$ cat config.mk
export PLATFORM = sky130hd
export DESIGN_NAME = usm_delay
export DESIGN_NICKNAME = d
export VERILOG_FILES = /design/src/rtl/core/usm_delay.sv
export SDC_FILE = /design/constraint.sdc
export NUM_CORES = 1
export LEC_CHECK = 0
export BUFFER_PORTS_ARGS = -buffer_cell sky130_fd_sc_hd__buf_2
export CAP_MARGIN = 20
export CORE_MARGIN = 2
export CORE_UTILIZATION = 53
export CTS_CLUSTER_SIZE = 30
export DETAILED_ROUTE_END_ITERATION = 10
export PLACE_DENSITY = 0.84
export SYNTH_ARGS = -nofsm -noshare
export SYNTH_HDL_FRONTEND = slang
export SYNTH_SLANG_ARGS = --single-unit
$ cat constraint.sdc
create_clock -name clock -period 2.4 [get_ports clock]
set_input_delay 0.36 -clock clock [delete_from_list [all_inputs] [get_ports clock]]
set_output_delay 0.36 -clock clock [all_outputs]
set_load 0.01 [all_outputs]
$ cat src/rtl/core/usm_delay.sv
// Enabled delay line with cleared stages at reset.
module usm_delay #(
   parameter int W     = 8,
   parameter int DEPTH = 2
) (
   input  logic         clock,
   input  logic         reset,
   input  logic         en,
   input  logic [W-1:0] d,
   output logic [W-1:0] q
);

   logic [W-1:0] tap_ff [DEPTH];

   // Shift one place per advance
   always_ff @(posedge clock) begin
      if (reset) begin
         for (int i = 0; i < DEPTH; i++) tap_ff[i] <= '0;
      end else if (en) begin
         tap_ff[0] <= d;
         for (int i = 1; i < DEPTH; i++) tap_ff[i] <= tap_ff[i-1];
      end
   end

   assign q = tap_ff[DEPTH-1];

endmodule

==> impl_metrics.toml <==
[outcome]
outcome = "completed"

[sta]
fin_hold_ws_ns = 0.397
final-setup-viol-count = 0
slew_headroom_pct = 56.4
tns_ns = 0
fmax_ghz = 0.814
maxSlewViolCount = 0
fin_crit_sh_pct = 51.2
finalWorstPathRequiredPeriod_ns = 1.23
fin_skew_ns = 0.00479
rsz0062_at_grt = "no"
hold_viol = 0
worst_pin_slew_ns = 0.655

[synthesis]
netlist_top_cells_count = "edfxtp_1 (16), and3b_1 (10), buf_4 (8), and3b_2 (6), buf_6 (2)"
async_flop_share_pct = 0
ys_seq_area_share_pct = 67.0
synth_nets = 54
yosysTopAreaCell = "edfxtp_1"
synth_top_area_share_pct = 67.0
synth-main-ff-cell = "edfxtp_1"
synth_edf_count = 16
synth-seq-cells = 16
syn_inst = 43
synth_most_common_cell = "edfxtp_1"
synth.distinct_cells = 6
avgSynthCellArea_um2 = 16.7
yosys_warnings = 0
synth_area_leaders = "edfxtp_1 (67%), and3b_1 (12%), and3b_2 (8.4%)"
syn-cell-area_um2 = 717

[clock_tree]
holdBufCountCts = 0
cts_buffer_depth = 2
cts_buffers = 3
clk_pin_slew_ns = 0.08
cts_tree = "done"
clkLatencyLatePin_ns = 0.27
cts_resized = 0
post-cts-setup-buffer-count = 0
clock-sinks = 16
cts-root-buf = "clkbuf_4"
h-tree-depth = 1

[layout]
largest_reg_flops = 16
layout.nets = 67
drive_above_1_share_pct = 50.0
design_area_um2 = 766
regMostFlops = "tap_ff"
n_antenna_cell = 0
top_regs = "tap_ff: 16 flops"
fillCellCount = 103
syn_to_final_growth_pct = 6.81
final_util_pct = 59.6

[global_route]
track_usage_pct = 13.7
antenna_found_initial = 0
overflow = 0
grt_pass1_vias = 333
grt_max_degree = 18
grt_pass1_wl_um = 1410

[critical_path]
path_max_fanout = 17
cp_data_arrival_time_ns = 1.14
r2r_setup_slack_ns = 1.58
crit_end = "tap_ff[0][8]"
crit_cells = 2
cp_data_required_time_ns = 2.31
reg2reg_to = "tap_ff[0][14]"
cp_top_family = "simple AND/OR/NAND/NOR gates"
cp_num_buf_inv = 1
crit_chain = "buf_2 > or2_1"
critPathCaptureType = "flop"
critPathMaxStageDelay_ns = 0.57
timing_worst_setup_path_type = "in -> reg"
worstRegToRegCells = 1
crit_slowest_cell = "or2_1"
startpoint_type = "input port"
crit_path_start = "en"
r2r-start = "tap_ff[0][6]"

[power]
seq_power_share_pct = 66.2
p_switching_mw = 0.0963
sw_frac_of_total_pct = 19.1
ir_worst_vdd_uv = 354
p_leak_nw = 0.379
power_frac_clock_pct = 25.5
power.internal_mw = 0.407
power_mw = 0.504
p_per_area_mw_per_mm2 = 658
comb_power_share_pct = 8.3

[detailed_routing]
wl_per_cell_um = 12.7
postRouteWirelength_um = 874
drt_first_pass_iters = 2
post_drt_via_cell_ratio = 5.20
num_vias = 359
met3WireLength_um = 67
top_layer = "met4"
first_iter_violations = 1
drtAntennaViolNets = 0
route.met2.wl_um = 431
drt-met1-wl_um = 368
drc = 0

[job]
cap_violations = 0

[floorplanning]
initial_core_util_pct = 55.8
placeableCoreArea_mm2 = 0.00128
ios = 19
die_w_um = 40.8
fp.dieH_um = 40.8
die-area_mm2 = 0.00166
rows = 13

[place]
finalWeightedCongestion = 0.612
dpl_cell_area_um2 = 743
io_buffers = 18

[worst_hold_path]
hp-class = "in -> reg"
routing by layer:
| metal | vias up | GRT usage (%) |
|---|---|---|
| met4 | 0 | 7.50 |
| li1 | 177 | - |
| met1 | 161 | 15.4 |
| met2 | 19 | 23.0 |
| met3 | 2 | 3.80 |
| met5 | - | 0 |
area by class of cell:
class / instances / area, µm² / share of cell area [%]
well taps: 15 / 18.8 / 2.45
flip-flops and latches: 16 / 480 / 62.7
clock buffers: 3 / 22.5 / 2.94
multi-input cells: 17 / 154 / 20.1
repair buffers: 18 / 90.1 / 11.8
worst min path at each step:
stage	startpoint	endpoint	depth (start not counted)
2_1_floorplan	tap_ff[0][2]	tap_ff[0][10]	1
3_5_place_dp	tap_ff[0][0]	tap_ff[0][8]	1
4_1_cts	d[5]	tap_ff[0][5]	2
6_report	d[5]	tap_ff[0][5]	2
3_3_place_gp	tap_ff[0][0]	tap_ff[0][8]	1
5_1_grt	d[5]	tap_ff[0][5]	2
metrics by stage:
| step | worst slack, ns | cells |
|---|---|---|
| 3_5_place_dp | 0.871 | 66 |
| 4_1_cts | 1.17 | 69 |
| 2_1_floorplan | 1.17 | 43 |
| 6_report | 1.17 | 69 |
| 5_1_grt | 1.08 | 69 |
| 3_3_place_gp | 0.966 | 66 |
kinds of logic (layout without fill, tap and decap cells):
kind of cell           Yosys count  count (layout)  share of synthesized area, %
buffers and inverters           10              21                          11.5
DFF                             16              16                          67.0
and+or+nand+nor                 17              17                          21.5
power by group through the flow:
stage                     logic [mW]  clock network (mW)  registers [mW]
final                         0.0418               0.128           0.334
after global placement        0.0399                   0           0.339
after CTS                     0.0425               0.134           0.334
after global routing          0.0475               0.143           0.336
after detailed placement      0.0425                   0           0.340
after floorplan               0.0367                   0           0.338
cells in the final DEF, fill, tap and decap left out, drive strengths merged:
| cell type | Yosys | routed |
|---|---|---|
| buf | 10 | 18 |
| clkbuf | 0 | 3 |
| edfxtp | 16 | 16 |
| or2 | 1 | 1 |
| and3b | 16 | 16 |
Power figures use the tool's default switching activity.
