--- src/rtl/core/usm_div.sv ---
// Pipelined restoring divider, one quotient bit per stage.
module usm_div #(
   parameter int NW = 29,
   parameter int DW = 12,
   parameter int QW = 17
) (
   input  logic          clock,
   input  logic          en,
   input  logic [NW-1:0] num,
   input  logic [DW-1:0] den,
   output logic [QW-1:0] quo
);

   localparam int RW = ((NW > DW + QW) ? NW : DW + QW) + 1;

   logic [RW-1:0] rem_ff [QW-1];
   logic [DW-1:0] den_ff [QW-1];
   logic [QW-1:0] quo_ff [QW];

   for (genvar i = 0; i < QW; i++) begin : g_stage
      logic [RW-1:0] rem_prev;
      logic [DW-1:0] den_prev;
      logic [QW-1:0] quo_prev;
      logic [RW-1:0] sub;
      logic          ge;
      logic [RW-1:0] rem_in;
      logic [QW-1:0] quo_in;

      if (i == 0) begin : g_first
         assign rem_prev = RW'(num);
         assign den_prev = den;
         assign quo_prev = '0;
      end else begin : g_next
         assign rem_prev = rem_ff[i-1];
         assign den_prev = den_ff[i-1];
         assign quo_prev = quo_ff[i-1];
      end

      // Trial subtract of the shifted divisor
      assign sub    = RW'(den_prev) << (QW - 1 - i);
      assign ge     = (rem_prev >= sub);
      assign rem_in = ge ? (rem_prev - sub) : rem_prev;
      assign quo_in = ge ? (quo_prev | (QW'(1) << (QW - 1 - i))) : quo_prev;

      always_ff @(posedge clock) begin
         if (en) begin
            quo_ff[i] <= quo_in;
         end
      end

      if (i < QW - 1) begin : g_carry
         always_ff @(posedge clock) begin
            if (en) begin
               rem_ff[i] <= rem_in;
               den_ff[i] <= den_prev;
            end
         end
      end
   end

   assign quo = quo_ff[QW-1];

endmodule

--- config.mk ---
export PLATFORM = sky130hd
export DESIGN_NAME = usm_div
export DESIGN_NICKNAME = d
export VERILOG_FILES = /design/src/rtl/core/usm_div.sv
export SDC_FILE = /design/constraint.sdc
export NUM_CORES = 1
export LEC_CHECK = 0
export BUFFER_PORTS_ARGS = -buffer_cell sky130_fd_sc_hd__buf_2
export CAP_MARGIN = 20
export CORE_MARGIN = 2
export CORE_UTILIZATION = 50
export DETAILED_ROUTE_END_ITERATION = 8
export HOLD_SLACK_MARGIN = 0.15
export PLACE_DENSITY = 0.75
export SLEW_MARGIN = 15
export SYNTH_ARGS = -nofsm -noshare
export SYNTH_HDL_FRONTEND = slang
export SYNTH_SLANG_ARGS = --single-unit
--- constraint.sdc ---
create_clock -name clock -period 3.1 [get_ports clock]
set_clock_uncertainty 0.15 [all_clocks]
set_input_delay 0.155 -clock clock [delete_from_list [all_inputs] [get_ports clock]]
set_output_delay 0.155 -clock clock [all_outputs]
set_load 0.01 [all_outputs]
==> metrics.yaml <==
synthesis:
  post_synth_fa_ha_maj_area_fraction_pct: 7.208
  ys_seq_area_share_pct: 62.16
  synth_xor_area_share_pct: 5.912
  synth_top_area_share_pct: 62.16
  ys_seq_elements: 825
  avgSynthCellArea_sq_um: 12.72
  synth_cells: 3134
  async_flop_share_pct: 0
  ys_warn_count: 0
  synthSimpleGateAreaFrac_pct: 11.04
  synth_most_common_cell: "edfxtp_1"
  synth_largest_area_cell: "edfxtp_1"
  synth_cell_types: 79
  netlist_area_sq_mm: 0.03985
  synth-compound-area-share_pct: 9.466
  synth_area_leaders: "edfxtp_1 (62%), ha_1 (6.4%), xnor2_1 (3.3%)"
  synth_fp_nets: 3397
  synth-edff-count: 825
  synth_top_flop_cell: "edfxtp_1"
  synthTopCellsByCount: "edfxtp_1 (825), inv_1 (253), nor2_1 (233)"
  synth_top_family_by_area: "simple AND/OR/NAND/NOR gates"
  synthMuxAreaShare_pct: 1.363
cts:
  cts-root-buf: "clkbuf_16"
  cts_tree: "done"
  cts_buffers: 84
  cts.sinks: 825
  clkTransAtPathRegs_ns: 0.07
  h-tree-depth: 3
  clock_latency_ns: 0.63
  clockBufferDepth: 3
layout:
  area_delta_synth_final_pct: 23.19
  drive_above_1_share_pct: 21.97
  finalNonFillerCells: 4782
  final_net_count: 3929
  final_area_sq_mm: 0.04910
  diodes: 0
placed_design:
  dp.cells: 4484
  hpwl_mm: 56.51
  place_area_sq_mm: 0.04361
  port_buffers: 59
  gp_congestion: 0.8980
timing:
  whs_ns: 0.2325
  fmax_mhz: 308.8
  slew-limit-headroom_pct: 46.58
  finalCriticalPeriod_ns: 3.239
  rsz0062_at_grt: "true"
  post-route-period-util_pct: 104.5
  setup_viol: 24
  drv_slew: 0
  worst_slack_ns: -0.1388
  tightestPinTransition_ns: 0.8013
  hold_viol: 0
routing:
  drt_pass1_iterations: 8
  ant_nets: 0
  routed_wl_mm: 88.30
  wl_per_cell_um: 18.46
  vias: 26780
  first_iter_violations: 1696
  drc: 0
  routed_via_density: 5.600
run_status:
  violations: "negative setup slack"
  status: "finished, violations left"
setup_path:
  worstPathCellList: "or4_4, or4_4, or4_4, a211o_1, buf_4, nand3_4, or2_4, buf_6, nor3_1, xor2_1"
  slowest_delay_ns: 0.55
  start_kind: "flop"
  cp_top_family: "simple AND/OR/NAND/NOR gates"
  crit_path_end_kind: "flop"
  cpMostUsedCell: "or4_4"
  path_buf_inv: 2
  cp_slowest_cell: "or4_4"
  required_ns: 3.33
  path_max_fanout: 3
  cp_data_arrival_time_ns: 3.47
  criticalPathCategory: "flop to flop"
grt:
  grt_remaining_overflow: 0
  grt_antenna_before_repair: 0
  grt_pass1_vias: 27560
  grt_pass1_wl_mm: 134.9
  grt.total_usage_pct: 20.59
  grt_max_degree: 140
pwr:
  fin_total_pwr_w: 0.03891
  ir_worst_vdd_v: 0.0005080
  power_density_mw_per_mm2: 792.5
  p_leak_nw: 18.80
floorplanning:
  num_io_pins: 60
  core_sq_mm: 0.07900
  fp-row-count: 103
  die_h_um: 286.3
  dieArea_sq_mm: 0.08198
  initial_utilization_pct: 50.45
  fp.dieW_um: 286.3
flow_run:
  drv_cap: 0
min_path:
  min_path_type: "input port to flop"
layer usage:
metal / share of wire (%) / track usage (%)
met5: 0 / 0
met4: 5.0 / 10.52
met3: 3.5 / 2.997
met2: 57 / 42.28
met1: 34 / 19.28
placed cells by master (no fill, tap or decap), types with 32 or more instances in the layout:
| master | n |
|---|---|
| nand3_1 | 39 |
| inv_1 | 240 |
| a21oi_1 | 195 |
| mux2_2 | 38 |
| o21ai_0 | 139 |
| ha_1 | 179 |
| nand2b_1 | 38 |
| a21o_1 | 57 |
| nor4_1 | 35 |
| o21a_1 | 33 |
| buf_2 | 59 |
| nor3_1 | 57 |
| edfxtp_1 | 825 |
| nor2_1 | 217 |
| xor2_1 | 119 |
| dlygate4sd3_1 | 76 |
| nand4_1 | 32 |
| xnor2_1 | 147 |
| nand2_1 | 177 |
| buf_4 | 322 |
| clkbuf_16 | 86 |
metrics by stage:
stage	setup WS (ns)	TNS (ns)	utilization (%)
2_1_floorplan	0.002024	0	-
3_3_place_gp	-0.2908	-5.641	55.20
3_5_place_dp	-0.2515	-9.496	55.20
4_1_cts	-0.1088	-1.350	60.58
5_1_grt	-0.2539	-7.031	62.15
6_report	-0.1388	-1.530	62.15
flip-flops by register name, indices dropped and copies added, names as in the netlist:
register,count
rem_ff,480
den_ff,192
quo_ff,153
layout make-up:
class | instances | area, sq um
clock buffers | 95 | 2186
flip-flops and latches | 825 | 24770
well taps | 1050 | 1314
clock inverters | 57 | 636.9
inverters | 254 | 953.4
repair buffers | 490 | 3954
multi-input cells | 2011 | 15280
fillers | 5475 | 29900
final timing paths:
kind | startpoint | endpoint | slack (ns) | cells after the start
max | rem_ff[6][55]$_DFFE_PP_ | rem_ff[7][24]$_DFFE_PP_ | -0.14 | 10
min | num[19] | rem_ff[0][19]$_DFFE_PP_ | 0.23 | 4
max reg2reg | rem_ff[6][55]$_DFFE_PP_ | rem_ff[7][24]$_DFFE_PP_ | -0.14 | 10
min reg2reg | quo_ff[12][14]$_DFFE_PP_ | quo_ff[13][14]$_DFFE_PP_ | 0.26 | 0
worst reg2reg max path, cell delays in order (launching register included):
cell      delay, ns
edfxtp_1       0.38
or4_4          0.55
or4_4          0.43
or4_4          0.53
a211o_1        0.30
buf_4          0.15
nand3_4        0.08
or2_4          0.13
buf_6          0.10
nor3_1         0.05
xor2_1         0.13
cells by family (layout without fill, tap and decap cells):
| family | Yosys count | in the layout |
|---|---|---|
| buffers and inverters | 298 | 896 |
| and+or+nand+nor | 857 | 857 |
| DFF | 825 | 825 |
| AOI/OAI and AO/OA | 617 | 617 |
| adders and majority gates | 220 | 220 |
| xor gates and xnor gates | 269 | 269 |
| muxes | 48 | 48 |
what timing repair did:
action	CTS	global route
resized for setup	106	195
hold buffers	76	0
cloned	1	1
setup endpoints to repair	143	236
pin swaps	44	100
hold endpoints to repair	410	0
setup buffers	23	49
power breakdown:
group	leakage, nW	total, W	internal [W]	switching [W]
clock	1.37	0.0104	0.00610	0.00430
combinational	9.52	0.0123	0.00588	0.00641
sequential	7.92	0.0162	0.0149	0.00132
Power figures use the tool's default switching activity.
